`src/design/assert_macros.svh`:
```
// Assertion macros shared by the header field extractor.
`ifndef ASSERT_MACROS_SVH
`define ASSERT_MACROS_SVH

// Plain clocked property, disabled while in reset.
`define PHFE_ASSERT(label, clk, rstn, prop, msg) \
    label: assert property (@(posedge clk) disable iff (!rstn) (prop)) \
        else $error(msg);

// Same-cycle implication.
`define PHFE_ASSERT_IMPL(label, clk, rstn, cond, cons, msg) \
    `PHFE_ASSERT(label, clk, rstn, (cond) |-> (cons), msg)

`endif

```
`src/design/phfe_pkg.sv`:
```
// Constants and record type for the packet header field extractor.
package phfe_pkg;

    localparam int unsigned OFF_W = 7;

    localparam logic [15:0] COUNT_MAX      = 16'hFFFF;
    localparam logic [15:0] ETYPE_IPV4     = 16'h0800;
    localparam logic [15:0] ETYPE_IPV6     = 16'h86DD;

    localparam logic [15:0] POS_ETYPE_HI   = 16'd12;
    localparam logic [15:0] POS_ETYPE_LO   = 16'd13;
    localparam logic [15:0] POS_IHL        = 16'd14;
    localparam logic [15:0] POS_V4_PROTO   = 16'd23;
    localparam logic [15:0] POS_V6_NEXT    = 16'd20;

    localparam logic [OFF_W-1:0] ETH_HDR_LEN  = 7'd14;
    localparam logic [OFF_W-1:0] IPV6_L4_OFF  = 7'd54;
    localparam logic [OFF_W-1:0] TCP_HDR_LEN  = 7'd20;
    localparam logic [OFF_W-1:0] UDP_HDR_LEN  = 7'd8;

    localparam logic [15:0] IPV4_MIN_LEN   = 16'd34;
    localparam logic [15:0] IPV6_MIN_LEN   = 16'd54;

    localparam logic [7:0]  PROTO_TCP      = 8'd6;
    localparam logic [7:0]  PROTO_UDP      = 8'd17;

    localparam logic [2:0]  VER_NONE       = 3'd0;
    localparam logic [2:0]  VER_IPV4       = 3'd4;
    localparam logic [2:0]  VER_IPV6       = 3'd6;

    typedef struct packed {
        logic [31:0] iface;
        logic [1:0]  direction;
        logic [15:0] pkt_length;
        logic [2:0]  ip_version;
        logic [7:0]  ip_protocol;
        logic [31:0] src_addr;
        logic [31:0] dst_addr;
        logic [15:0] src_port;
        logic [15:0] dst_port;
    } phfe_rec_t;

endpackage

```
`src/design/packet_header_field_extractor.sv`:
```
// Top level: input register, header parser and result register.
// A final byte passes through the input register, and its record is then loaded into the result register.
// Throughput: one byte per cycle; a final byte waits only while a record is stalled.
// The input register feeds the parser state update and the record logic combinationally.
// Synchronous active-low reset empties both registers and clears all packet state.
`include "assert_macros.svh"
module packet_header_field_extractor import phfe_pkg::*; (
    input  logic        aclk,
    input  logic        aresetn,
    input  logic        s_valid,
    output logic        s_ready,
    input  logic [7:0]  s_pkt_byte,
    input  logic        s_end_of_packet,
    input  logic [1:0]  s_pkt_direction,
    input  logic [31:0] s_iface_index,
    output logic        m_valid,
    input  logic        m_ready,
    output logic [31:0] m_out_iface,
    output logic [1:0]  m_out_direction,
    output logic [15:0] m_pkt_length,
    output logic [2:0]  m_ip_version,
    output logic [7:0]  m_ip_protocol,
    output logic [31:0] m_src_addr,
    output logic [31:0] m_dst_addr,
    output logic [15:0] m_src_port,
    output logic [15:0] m_dst_port
);

    logic        in_valid_reg, in_valid_next;
    logic [7:0]  byte_reg;
    logic        last_reg;
    logic [1:0]  dir_reg;
    logic [31:0] iface_reg;

    logic        advance;
    logic        s_take;
    phfe_rec_t   rec;
    phfe_rec_t   rec_out;

    // a non-final byte never waits; a final one waits for the result register
    assign advance = in_valid_reg && (!last_reg || !m_valid || m_ready);
    assign s_ready = !in_valid_reg || advance;
    assign s_take  = s_valid && s_ready;

    always_comb begin
        in_valid_next = in_valid_reg;
        if (s_take) begin
            in_valid_next = 1'b1;
        end else if (advance) begin
            in_valid_next = 1'b0;
        end
    end

    always_ff @(posedge aclk) begin
        if (!aresetn) begin
            in_valid_reg <= 1'b0;
        end else begin
            in_valid_reg <= in_valid_next;
        end
    end

    always_ff @(posedge aclk) begin
        if (s_take) begin
            byte_reg  <= s_pkt_byte;
            last_reg  <= s_end_of_packet;
            dir_reg   <= s_pkt_direction;
            iface_reg <= s_iface_index;
        end
    end

    phfe_parser u_parser (
        .aclk          (aclk),
        .aresetn       (aresetn),
        .take_byte     (advance),
        .pkt_byte      (byte_reg),
        .end_of_packet (last_reg),
        .pkt_direction (dir_reg),
        .iface_index   (iface_reg),
        .rec           (rec)
    );

    phfe_out_reg u_out_reg (
        .aclk    (aclk),
        .aresetn (aresetn),
        .load    (advance && last_reg),
        .rec_in  (rec),
        .m_ready (m_ready),
        .m_valid (m_valid),
        .rec_out (rec_out)
    );

    assign m_out_iface     = rec_out.iface;
    assign m_out_direction = rec_out.direction;
    assign m_pkt_length    = rec_out.pkt_length;
    assign m_ip_version    = rec_out.ip_version;
    assign m_ip_protocol   = rec_out.ip_protocol;
    assign m_src_addr      = rec_out.src_addr;
    assign m_dst_addr      = rec_out.dst_addr;
    assign m_src_port      = rec_out.src_port;
    assign m_dst_port      = rec_out.dst_port;

    `PHFE_ASSERT_IMPL(a_stall_cause, aclk, aresetn, !s_ready, in_valid_reg && last_reg && m_valid && !m_ready, "input stalled without a blocked final byte")
    `PHFE_ASSERT_IMPL(a_version_code, aclk, aresetn, m_valid, m_ip_version == VER_NONE || m_ip_version == VER_IPV4 || m_ip_version == VER_IPV6, "bad IP version in record")
    `PHFE_ASSERT_IMPL(a_ports_need_ip, aclk, aresetn, m_valid && (m_src_port != '0 || m_dst_port != '0), m_ip_version != VER_NONE, "ports reported without an IP header")
    `PHFE_ASSERT_IMPL(a_addr_need_v4, aclk, aresetn, m_valid && (m_src_addr != '0 || m_dst_addr != '0), m_ip_version == VER_IPV4, "addresses reported without IPv4")

endmodule

```
`src/design/phfe_parser.sv`:
```
// Per-packet header state and metadata record logic.
module phfe_parser import phfe_pkg::*; (
    input  logic        aclk,
    input  logic        aresetn,
    input  logic        take_byte,
    input  logic [7:0]  pkt_byte,
    input  logic        end_of_packet,
    input  logic [1:0]  pkt_direction,
    input  logic [31:0] iface_index,
    output phfe_rec_t   rec
);

    logic [15:0] count_reg, count_next;
    logic [15:0] etype_reg, etype_next;
    logic [3:0]  ihl_reg,   ihl_next;
    logic [7:0]  proto_reg, proto_next;
    logic [31:0] sa_reg,    sa_next;
    logic [31:0] da_reg,    da_next;
    logic [15:0] sp_reg,    sp_next;
    logic [15:0] dp_reg,    dp_next;

    logic             counting;
    logic             in_ip;
    logic             is_v4;
    logic             is_v6;
    logic [OFF_W-1:0] off;
    logic [15:0]      off_ext;
    logic [15:0]      diff;
    logic             have_ip;
    logic             ports_ok;

    always_comb begin
        counting   = count_reg != COUNT_MAX;
        etype_next = etype_reg;
        if (counting && (count_reg == POS_ETYPE_HI || count_reg == POS_ETYPE_LO)) begin
            etype_next = {etype_reg[7:0], pkt_byte};
        end
        is_v4 = etype_next == ETYPE_IPV4;
        is_v6 = etype_next == ETYPE_IPV6;
        in_ip = counting && (count_reg >= 16'(ETH_HDR_LEN));

        ihl_next   = ihl_reg;
        proto_next = proto_reg;
        sa_next    = sa_reg;
        da_next    = da_reg;
        if (in_ip && is_v4) begin
            if (count_reg == POS_IHL) begin
                ihl_next = pkt_byte[3:0];
            end
            if (count_reg == POS_V4_PROTO) begin
                proto_next = pkt_byte;
            end
            if (count_reg inside {[16'd26:16'd29]}) begin
                sa_next = {sa_reg[23:0], pkt_byte};
            end
            if (count_reg inside {[16'd30:16'd33]}) begin
                da_next = {da_reg[23:0], pkt_byte};
            end
        end else if (in_ip && is_v6) begin
            if (count_reg == POS_V6_NEXT) begin
                proto_next = pkt_byte;
            end
        end

        if (is_v4) begin
            off = (ihl_next != 4'd0) ? ETH_HDR_LEN + {1'b0, ihl_next, 2'b00} : '0;
        end else if (is_v6) begin
            off = IPV6_L4_OFF;
        end else begin
            off = '0;
        end
        off_ext = {{(16-OFF_W){1'b0}}, off};
        diff    = count_reg - off_ext;

        sp_next = sp_reg;
        dp_next = dp_reg;
        if (in_ip && off != '0 && count_reg >= off_ext) begin
            if (diff < 16'd2) begin
                sp_next = {sp_reg[7:0], pkt_byte};
            end else if (diff < 16'd4) begin
                dp_next = {dp_reg[7:0], pkt_byte};
            end
        end

        count_next = counting ? count_reg + 16'd1 : count_reg;

        rec.iface       = iface_index;
        rec.direction   = pkt_direction;
        rec.pkt_length  = count_next;
        rec.ip_version  = VER_NONE;
        rec.ip_protocol = '0;
        rec.src_addr    = '0;
        rec.dst_addr    = '0;
        rec.src_port    = '0;
        rec.dst_port    = '0;
        have_ip         = 1'b0;
        if (is_v4 && count_next >= IPV4_MIN_LEN) begin
            rec.ip_version  = VER_IPV4;
            rec.ip_protocol = proto_next;
            rec.src_addr    = sa_next;
            rec.dst_addr    = da_next;
            have_ip         = 1'b1;
        end else if (is_v6 && count_next >= IPV6_MIN_LEN) begin
            rec.ip_version  = VER_IPV6;
            rec.ip_protocol = proto_next;
            have_ip         = 1'b1;
        end
        ports_ok = have_ip && off != '0 &&
            ((proto_next == PROTO_TCP && count_next >= off_ext + 16'(TCP_HDR_LEN)) ||
             (proto_next == PROTO_UDP && count_next >= off_ext + 16'(UDP_HDR_LEN)));
        if (ports_ok) begin
            rec.src_port = sp_next;
            rec.dst_port = dp_next;
        end
    end

    always_ff @(posedge aclk) begin
        if (!aresetn || (take_byte && end_of_packet)) begin
            count_reg <= '0;
            etype_reg <= '0;
            ihl_reg   <= '0;
            proto_reg <= '0;
            sa_reg    <= '0;
            da_reg    <= '0;
            sp_reg    <= '0;
            dp_reg    <= '0;
        end else if (take_byte) begin
            count_reg <= count_next;
            etype_reg <= etype_next;
            ihl_reg   <= ihl_next;
            proto_reg <= proto_next;
            sa_reg    <= sa_next;
            da_reg    <= da_next;
            sp_reg    <= sp_next;
            dp_reg    <= dp_next;
        end
    end

endmodule

```
`src/design/phfe_out_reg.sv`:
```
// Result register holding one metadata record until the request is taken.
module phfe_out_reg import phfe_pkg::*; (
    input  logic      aclk,
    input  logic      aresetn,
    input  logic      load,
    input  phfe_rec_t rec_in,
    input  logic      m_ready,
    output logic      m_valid,
    output phfe_rec_t rec_out
);

    logic      valid_reg, valid_next;
    phfe_rec_t rec_reg;

    always_comb begin
        valid_next = valid_reg;
        if (load) begin
            valid_next = 1'b1;
        end else if (m_ready) begin
            valid_next = 1'b0;
        end
    end

    always_ff @(posedge aclk) begin
        if (!aresetn) begin
            valid_reg <= 1'b0;
        end else begin
            valid_reg <= valid_next;
        end
    end

    always_ff @(posedge aclk) begin
        if (load) begin
            rec_reg <= rec_in;
        end
    end

    assign m_valid = valid_reg;
    assign rec_out = rec_reg;

endmodule

```
`config.mk`:
```
export PLATFORM = sky130hd
export DESIGN_NAME = packet_header_field_extractor
export DESIGN_NICKNAME = d
export VERILOG_FILES = /design/src/design/phfe_pkg.sv /design/src/design/packet_header_field_extractor.sv /design/src/design/phfe_parser.sv /design/src/design/phfe_out_reg.sv
export VERILOG_INCLUDE_DIRS = /design/src /design/src/design
export SDC_FILE = /design/constraint.sdc
export NUM_CORES = 1
export LEC_CHECK = 0
export BUFFER_PORTS_ARGS = -buffer_cell sky130_fd_sc_hd__buf_2
export CAP_MARGIN = 5
export CORE_ASPECT_RATIO = 0.8
export CORE_MARGIN = 2
export CORE_UTILIZATION = 48
export CTS_BUF_LIST = sky130_fd_sc_hd__clkbuf_4 sky130_fd_sc_hd__clkbuf_8
export CTS_CLUSTER_DIAMETER = 60
export CTS_CLUSTER_SIZE = 40
export DETAILED_ROUTE_END_ITERATION = 8
export GPL_TIMING_DRIVEN = 0
export MAX_ROUTING_LAYER = met4
export PLACE_DENSITY = 0.8
export SETUP_SLACK_MARGIN = 0.5
export SYNTH_ARGS = -nofsm -noshare
export SYNTH_HDL_FRONTEND = slang
export SYNTH_HIERARCHICAL = 1
export SYNTH_SLANG_ARGS = --single-unit
```
`constraint.sdc`:
```
create_clock -name aclk -period 10.25 [get_ports aclk]
set_input_delay 2.05 -clock aclk [delete_from_list [all_inputs] [get_ports aclk]]
set_output_delay 2.05 -clock aclk [all_outputs]
set_load 0.05 [all_outputs]
```
==> results of run 1 <==
## power by group
| group | switching [mW] | total [mW] | internal [mW] | leakage, nW |
|---|---|---|---|---|
| clock | 0.508 | 0.852 | 0.345 | 0.322 |
| combinational | 0.156 | 0.204 | 0.0476 | 2.47 |
| sequential | 0.0119 | 1.50 | 1.48 | 2.85 |
| total | 0.676 | 2.55 | 1.88 | 5.64 |
## layout make-up
cell class,count,area share
multi-input cells,993,0.322
plain buffers,144,0.0430
clock buffers,29,0.0223
flip-flops and latches,342,0.501
clock inverters,19,0.0140
well taps,420,0.0298
repair buffers,210,0.0638
inverters,16,0.00340
## cells by family (layout without fill, tap and decap cells)
family,after synthesis,count (layout)
AND/OR/NAND/NOR,601,601
XOR/XNOR,23,23
flip-flops,342,342
adder cells (fa/ha/maj),29,29
multiplexers,87,87
buffers and inverters,160,418
other,2,3
AO/OA/AOI/OAI,250,250
## cell usage in the layout, fill, tap and decap left out, drive strengths merged, types with 4 or more instances in the layout
cell    synthesis  layout
xor2           10      10
clkbuf         72     101
and2            8       8
nand4          13      13
a21oi         173     173
o21a            9       9
nor2          100     100
a31oi          11      11
and4            8       8
buf            72     282
o211ai          4       4
or2             5       5
nand2         330     330
edfxtp        200     200
nor3b           4       4
dfxtp         142     142
a211oi          9       9
nor2b           6       6
and3            6       6
nand3          25      25
or3             7       7
clkinv          0       4
nor3           23      23
mux2i          85      85
o21ai          22      22
inv            16      28
nor4           45      45
xnor2          13      13
ha             28      28
nand4b          4       4
## stage by stage
stage | hold slack, ps | setup WS, ps | area (um2) | setup TNS, ps
2_1_floorplan | 432 | 939 | 15300 | 0
4_1_cts | 461 | 3360 | 17600 | 0
6_report | 462 | 3260 | 17600 | 0
5_1_grt | 479 | 2950 | 17600 | 0
3_5_place_dp | 445 | 3380 | 17000 | 0
3_3_place_gp | 438 | -1900 | 16900 | -294040
## worst min path at each step
stage / start / endpoint / slack [ps] / cells past startpoint
final: u_parser/da_reg[25]$_SDFFE_PP0P_ / u_parser/da_reg[25]$_SDFFE_PP0P_ / 460 / 2
after global routing: u_parser/etype_reg[8]$_SDFFE_PP0P_ / u_parser/etype_reg[8]$_SDFFE_PP0P_ / 480 / 2
after detailed placement: u_parser/da_reg[25]$_SDFFE_PP0P_ / u_parser/da_reg[25]$_SDFFE_PP0P_ / 440 / 2
after CTS: u_parser/da_reg[25]$_SDFFE_PP0P_ / u_parser/da_reg[25]$_SDFFE_PP0P_ / 460 / 2
after floorplan: u_parser/etype_reg[14]$_SDFFE_PP0P_ / u_parser/etype_reg[14]$_SDFFE_PP0P_ / 430 / 2
after global placement: u_parser/sa_reg[26]$_SDFFE_PP0P_ / u_parser/sa_reg[26]$_SDFFE_PP0P_ / 440 / 2
## layer usage
layer,GRT usage,vias to the layer above,wire length (um)
met5,-,-,0
met4,0.0723,0,1160
met3,0.0302,70,2640
met2,0.348,438,17500
met1,0.333,5714,17900
li1,-,5697,-
## tightest hold or removal path: cells and delay by family, from the launching register on
family	cells	cell delay, ps
AND/OR/NAND/NOR	1	50
AO/OA/AOI/OAI	1	50
flip-flops	1	330
==> flow_summary.toml, run 1 <==
[global_route]
globalRouteOverflowTotal = 0
grtUsageTotal = 0.234
number_of_antenna_violations_at_the_first_check_in_global_routing = 0
vias_in_the_first_global_route = 11200
grt_first_pass_wirelength_mm = 60.2
maximum_number_of_pins_on_one_net_before_global_route_repair = 35

[route]
detailedRoute.firstIterationViolations = 1115
vias_per_cell = 5.49
detail-route-antenna-nets = 0
via_count = 11900
first_pass_iters = 5
drt-wirelength-per-cell_um = 18.0
detail_route.wirelength_mm = 39.2
detail_route.drc_violations = 0

[run_status]
run_status = "finished clean"

[layout]
final-seq-area_um2 = 8850
multiInputGateArea_um2 = 5690
layout.filler_cells = 2700
final_core_util = 0.562
antenna_cells_inserted = 0
nNetsFinal = 1809
area_delta_synth_final_pct = 15.0
largest_register_ffs = 157
ratio_of_cells_with_drive_above_1_in_the_final_layout = 0.202
final_cells = 2173

[clock_tree]
tritoncts_clock_tree = "built"
cts_htree_levels = 1
clk_pin_slew_ps = 110
number_of_cts_inserted_buffers = 26
cts_buffer_depth = 3
post_cts_buffers = 0
cts_sinks = 342
clk-insertion-delay-late_ps = 610
holdBufCountCts = 0
clock_tree.root_cell = "clkbuf_8"
postCtsResizedCells = 0

[synthesis]
synth_seq_area_share = 0.577
synth.distinct_cells = 69
synth_compound_area_frac = 0.0916
synth.cells.most_frequent = "nand2_1, edfxtp_1, a21oi_1"
synth-simple-area-share = 0.184
yosys_warnings = 6
number_of_enable_type_register_cells_in_the_synthesized_netlist = 200
netlist.top_cell.by_area = "edfxtp_1"
synth-adder-area-share = 0.0241
ys_seq_elements = 342
synthTopCellsByArea = "edfxtp_1, dfxtp_1, nand2_1"
syn-mean-instance-area_um2 = 10.3
synthFlopType = "edfxtp_1"
netlist_area_um2 = 15300
postSynthCellCount = 1494
main_combinational_cell_family_by_area_after_synthesis = "simple AND/OR/NAND/NOR gates"
synth-xor-area-share = 0.0131
yosys-mux-area-fraction = 0.0569
yosys.area.top_type_share = 0.391
async_flop_share = 0
yosys.cell_count.top_type = "nand2_1"

[critical_path]
arrival_ps = 7330
critPathBufInv = 4
cp_cell_sequence = "clkbuf_1, inv_1, ha_1, or2_2, and4b_1, a211oi_1, a31oi_1, clkbuf_1, o21ai_0, ha_1, o21ai_0, and2_1, ha_1, nand3_1, nor3_1, a211o_1, a31oi_1, nor2_1, mux2_2, a211oi_1, buf_2, nor4_1"
crit_path_end_kind = "register"
endpoint = "u_out_reg/rec_out[10]$_DFFE_PP_"
crit_path_start = "u_parser/count_reg[1]$_SDFFE_PP0P_"
reg2reg_setup_slack_ps = 3260
reg2reg_to = "u_out_reg/rec_out[10]$_DFFE_PP_"
worst_path_slowest_cell = "a211oi_1"
worst-endpoint-required_ps = 10590
classification_of_the_worst_setup_path = "reg2reg"
crit_path_frequent_cell = "ha_1"
worst-path-max-fanout = 10
cp-start-kind = "register"
timing.reg2reg.worst_path_depth = 22
timing.critical_path.depth = 22
crit-reg2reg-launch = "u_parser/count_reg[1]$_SDFFE_PP0P_"
kind_of_cell_adding_the_most_delay_to_the_critical_path = "compound AO/OA/AOI/OAI gates"
cp_slowest_stage_delay_ps = 790

[timing]
finalHoldViolCount = 0
final-setup-viol-count = 0
worst_slew_pin_slew_ps = 1020
period_minus_slack_ps = 6990
setup_repair_after_global_routing_missed_its_margin = "no"
min_period_over_period = 0.682
final-max-slew-violation-count = 0
max_clock_freq_mhz = 143
maxSlewHeadroom = 0.316
worst_clock_skew_ps = 49.9

[placed_design]
dp.cells = 2125
globalplace.congestion = 0.955
io_port_bufs = 205
detailedPlacementHpwl_mm = 28.4

[floorplanning]
core_region_area_um2 = 31400
floorplan.die.height_um = 164
die-area_um2 = 33400
die-width_um = 204
floorplan.rows = 58
io-pin-count = 206
floorplan.initialDensity = 0.488

[power_and_ir_drop]
ir_worst_vdd_v = 0.000100
power.static_leakage_nw = 5.64
report.power.total_mw = 2.55
power_per_cell_area_nw_per_um2 = 145

[hold_path]
worst_hold_path_type = "reg2reg"

[flow_run]
max-cap-violations = 0
Power figures use the tool's default switching activity.
==> run 2, diff against run 1 <==
==> constraint.sdc (replaced) <==
create_clock -name aclk -period 6.7 [get_ports aclk]
set_input_delay 1.34 -clock aclk [delete_from_list [all_inputs] [get_ports aclk]]
set_output_delay 1.34 -clock aclk [all_outputs]
set_load 0.05 [all_outputs]
==> run 2 against run 1 <==
Register-to-register slack got worse by 2400 ps. Sequential share of layout area decreased by 0.28 points. Design area increased by 0.57%. Via count increased by 0.34%. Cell count decreased by 0.14%. Routed wire length decreased by 1.6%. Die area unchanged. Sequential power increased by 53%.
==> flow_summary.toml, run 2 (synthesized netlist as in run 1, its figures left out) <==
[run_status]
run_status = "finished clean"

[global_route]
vias_in_the_first_global_route = 10800
grt_first_pass_wirelength_mm = 58.9
maximum_number_of_pins_on_one_net_before_global_route_repair = 41
globalRouteOverflowTotal = 0
number_of_antenna_violations_at_the_first_check_in_global_routing = 0
grtUsageTotal = 0.228

[route]
first_pass_iters = 5
drt-wirelength-per-cell_um = 17.8
detail_route.drc_violations = 0
detail_route.wirelength_mm = 38.6
detail-route-antenna-nets = 0
vias_per_cell = 5.51
detailedRoute.firstIterationViolations = 1066
via_count = 12000

[power_and_ir_drop]
power_per_cell_area_nw_per_um2 = 222
power.static_leakage_nw = 5.67
ir_worst_vdd_v = 0.000141

[layout]
mostFrequentLayoutCells = "nand2_1, buf_2, edfxtp_1, a21oi_1, dfxtp_1"
nNetsFinal = 1808
final_area_um2 = 17700
antenna_cells_inserted = 0
ratio_of_cells_with_drive_above_1_in_the_final_layout = 0.205
final_core_util = 0.565
mostFrequentLayoutCell = "nand2_1"
largest_register_ffs = 157
area_delta_synth_final_pct = 15.7

[placed_design]
io_port_bufs = 205
dpl-instance-area_um2 = 17000
globalplace.congestion = 0.933
detailedPlacementHpwl_mm = 27.9

[timing]
final-setup-viol-count = 0
max_clock_freq_mhz = 171
worst_clock_skew_ps = 54.5
setup_repair_after_global_routing_missed_its_margin = "no"
min_period_over_period = 0.872
final-max-slew-violation-count = 0
period_minus_slack_ps = 5840
maxSlewHeadroom = 0.277
finalHoldViolCount = 0
worst_slew_pin_slew_ps = 1080

[floorplanning]
die-area_um2 = 33400
floorplan.rows = 58
floorplan.die.height_um = 164
core_region_area_um2 = 31400
floorplan.initialDensity = 0.488
die-width_um = 204
io-pin-count = 206

[critical_path]
cp-start-kind = "register"
classification_of_the_worst_setup_path = "reg2reg"
worst-endpoint-required_ps = 7050
crit_path_end_kind = "register"
arrival_ps = 6190
worst-path-max-fanout = 10

[clock_tree]
clk-insertion-delay-late_ps = 600
number_of_cts_inserted_buffers = 25
cts_buffer_depth = 3
cts_htree_levels = 1
clock_tree.root_cell = "clkbuf_8"
holdBufCountCts = 0
cts_sinks = 342
clk_pin_slew_ps = 140
tritoncts_clock_tree = "built"

[flow_run]
max-cap-violations = 0

[hold_path]
worst_hold_path_type = "reg2reg"
-- run 2: cell types whose count changed in the layout (fill, tap and decap cells not counted), moves of 2 or more --
cell	before	now
a211oi_1	9	7
a211oi_4	0	2
clkbuf_1	71	69
clkbuf_2	0	2
clkbuf_8	28	25
clkinv_16	0	3
clkinv_8	2	6
inv_16	0	2
inv_6	5	3
inv_8	4	0
o21ai_2	0	2
-- run 2: what timing repair did --
item | 4_1_cts | 5_1_grt
buffers inserted | 0 | 0
gates resized for setup | 4 | 8
endpoints found under the setup margin | 52 | 63
hold endpoints to repair | 0 | 0
-- run 2: path summary, 6_finish.rpt --
check,start,end,slack [ps],depth (start not counted)
min,u_parser/da_reg[24]$_SDFFE_PP0P_,u_parser/da_reg[24]$_SDFFE_PP0P_,460,2
max,u_parser/count_reg[0]$_SDFFE_PP0P_,u_out_reg/rec_out[10]$_DFFE_PP_,860,22
min reg2reg,u_parser/da_reg[24]$_SDFFE_PP0P_,u_parser/da_reg[24]$_SDFFE_PP0P_,460,2
max reg2reg,u_parser/count_reg[0]$_SDFFE_PP0P_,u_out_reg/rec_out[10]$_DFFE_PP_,860,22
-- run 2: worst max-delay path, stage by stage (launching register included) --
cell and delay [ps]:
dfxtp_1 530, inv_1 230, ha_1 280, or2_2 310
and4b_1 260, a211oi_4 430, a31oi_1 160, clkbuf_2 240
o21ai_2 290, inv_1 150, ha_1 220, a21oi_1 160
xnor2_1 150, ha_1 270, nand3_1 90, nor3_1 60
a211o_1 270, a31oi_1 350, nor2_1 90, mux2_2 300
a211oi_4 350, buf_2 310, nor4_1 90
-- run 2: area by class of cell --
| class | instances | area [um2] |
|---|---|---|
| Inverter | 16 | 60.1 |
| Clock inverter | 19 | 352 |
| Tap cell | 420 | 526 |
| Clock buffer | 26 | 352 |
| Buffer | 144 | 762 |
| Multi-Input combinational cell | 993 | 5720 |
| Fill cell | 2665 | 13700 |
| Sequential cell | 342 | 8850 |
| Timing Repair Buffer | 210 | 1130 |
-- run 2: through the flow --
step                cells  total power, mW  worst slack (ps)  hold WS, ps  setup TNS [ps]
floorplan            1495             2.55               732          432               0
global placement     2120             2.64             -1040          438         -167410
detailed placement   2125             2.65              -267          446           -7000
CTS                  2170             3.98               513          463               0
global route         2170             4.08               526          474               0
finish               2170             3.95               858          462               0
-- run 2: routing by layer --
metal,global-route usage,part of all wire,up-vias
li1,-,-,5696
met1,0.332,0.45,5716
met2,0.339,0.45,495
met3,0.0308,0.078,52
met4,0.0557,0.021,0
met5,-,0,-
-- run 2: report_power, final --
group	leakage (nW)	internal, mW	switching (mW)	total (mW)
clock	0.340	0.522	0.826	1.35
sequential	2.85	2.27	0.0182	2.29
combinational	2.48	0.0728	0.239	0.311
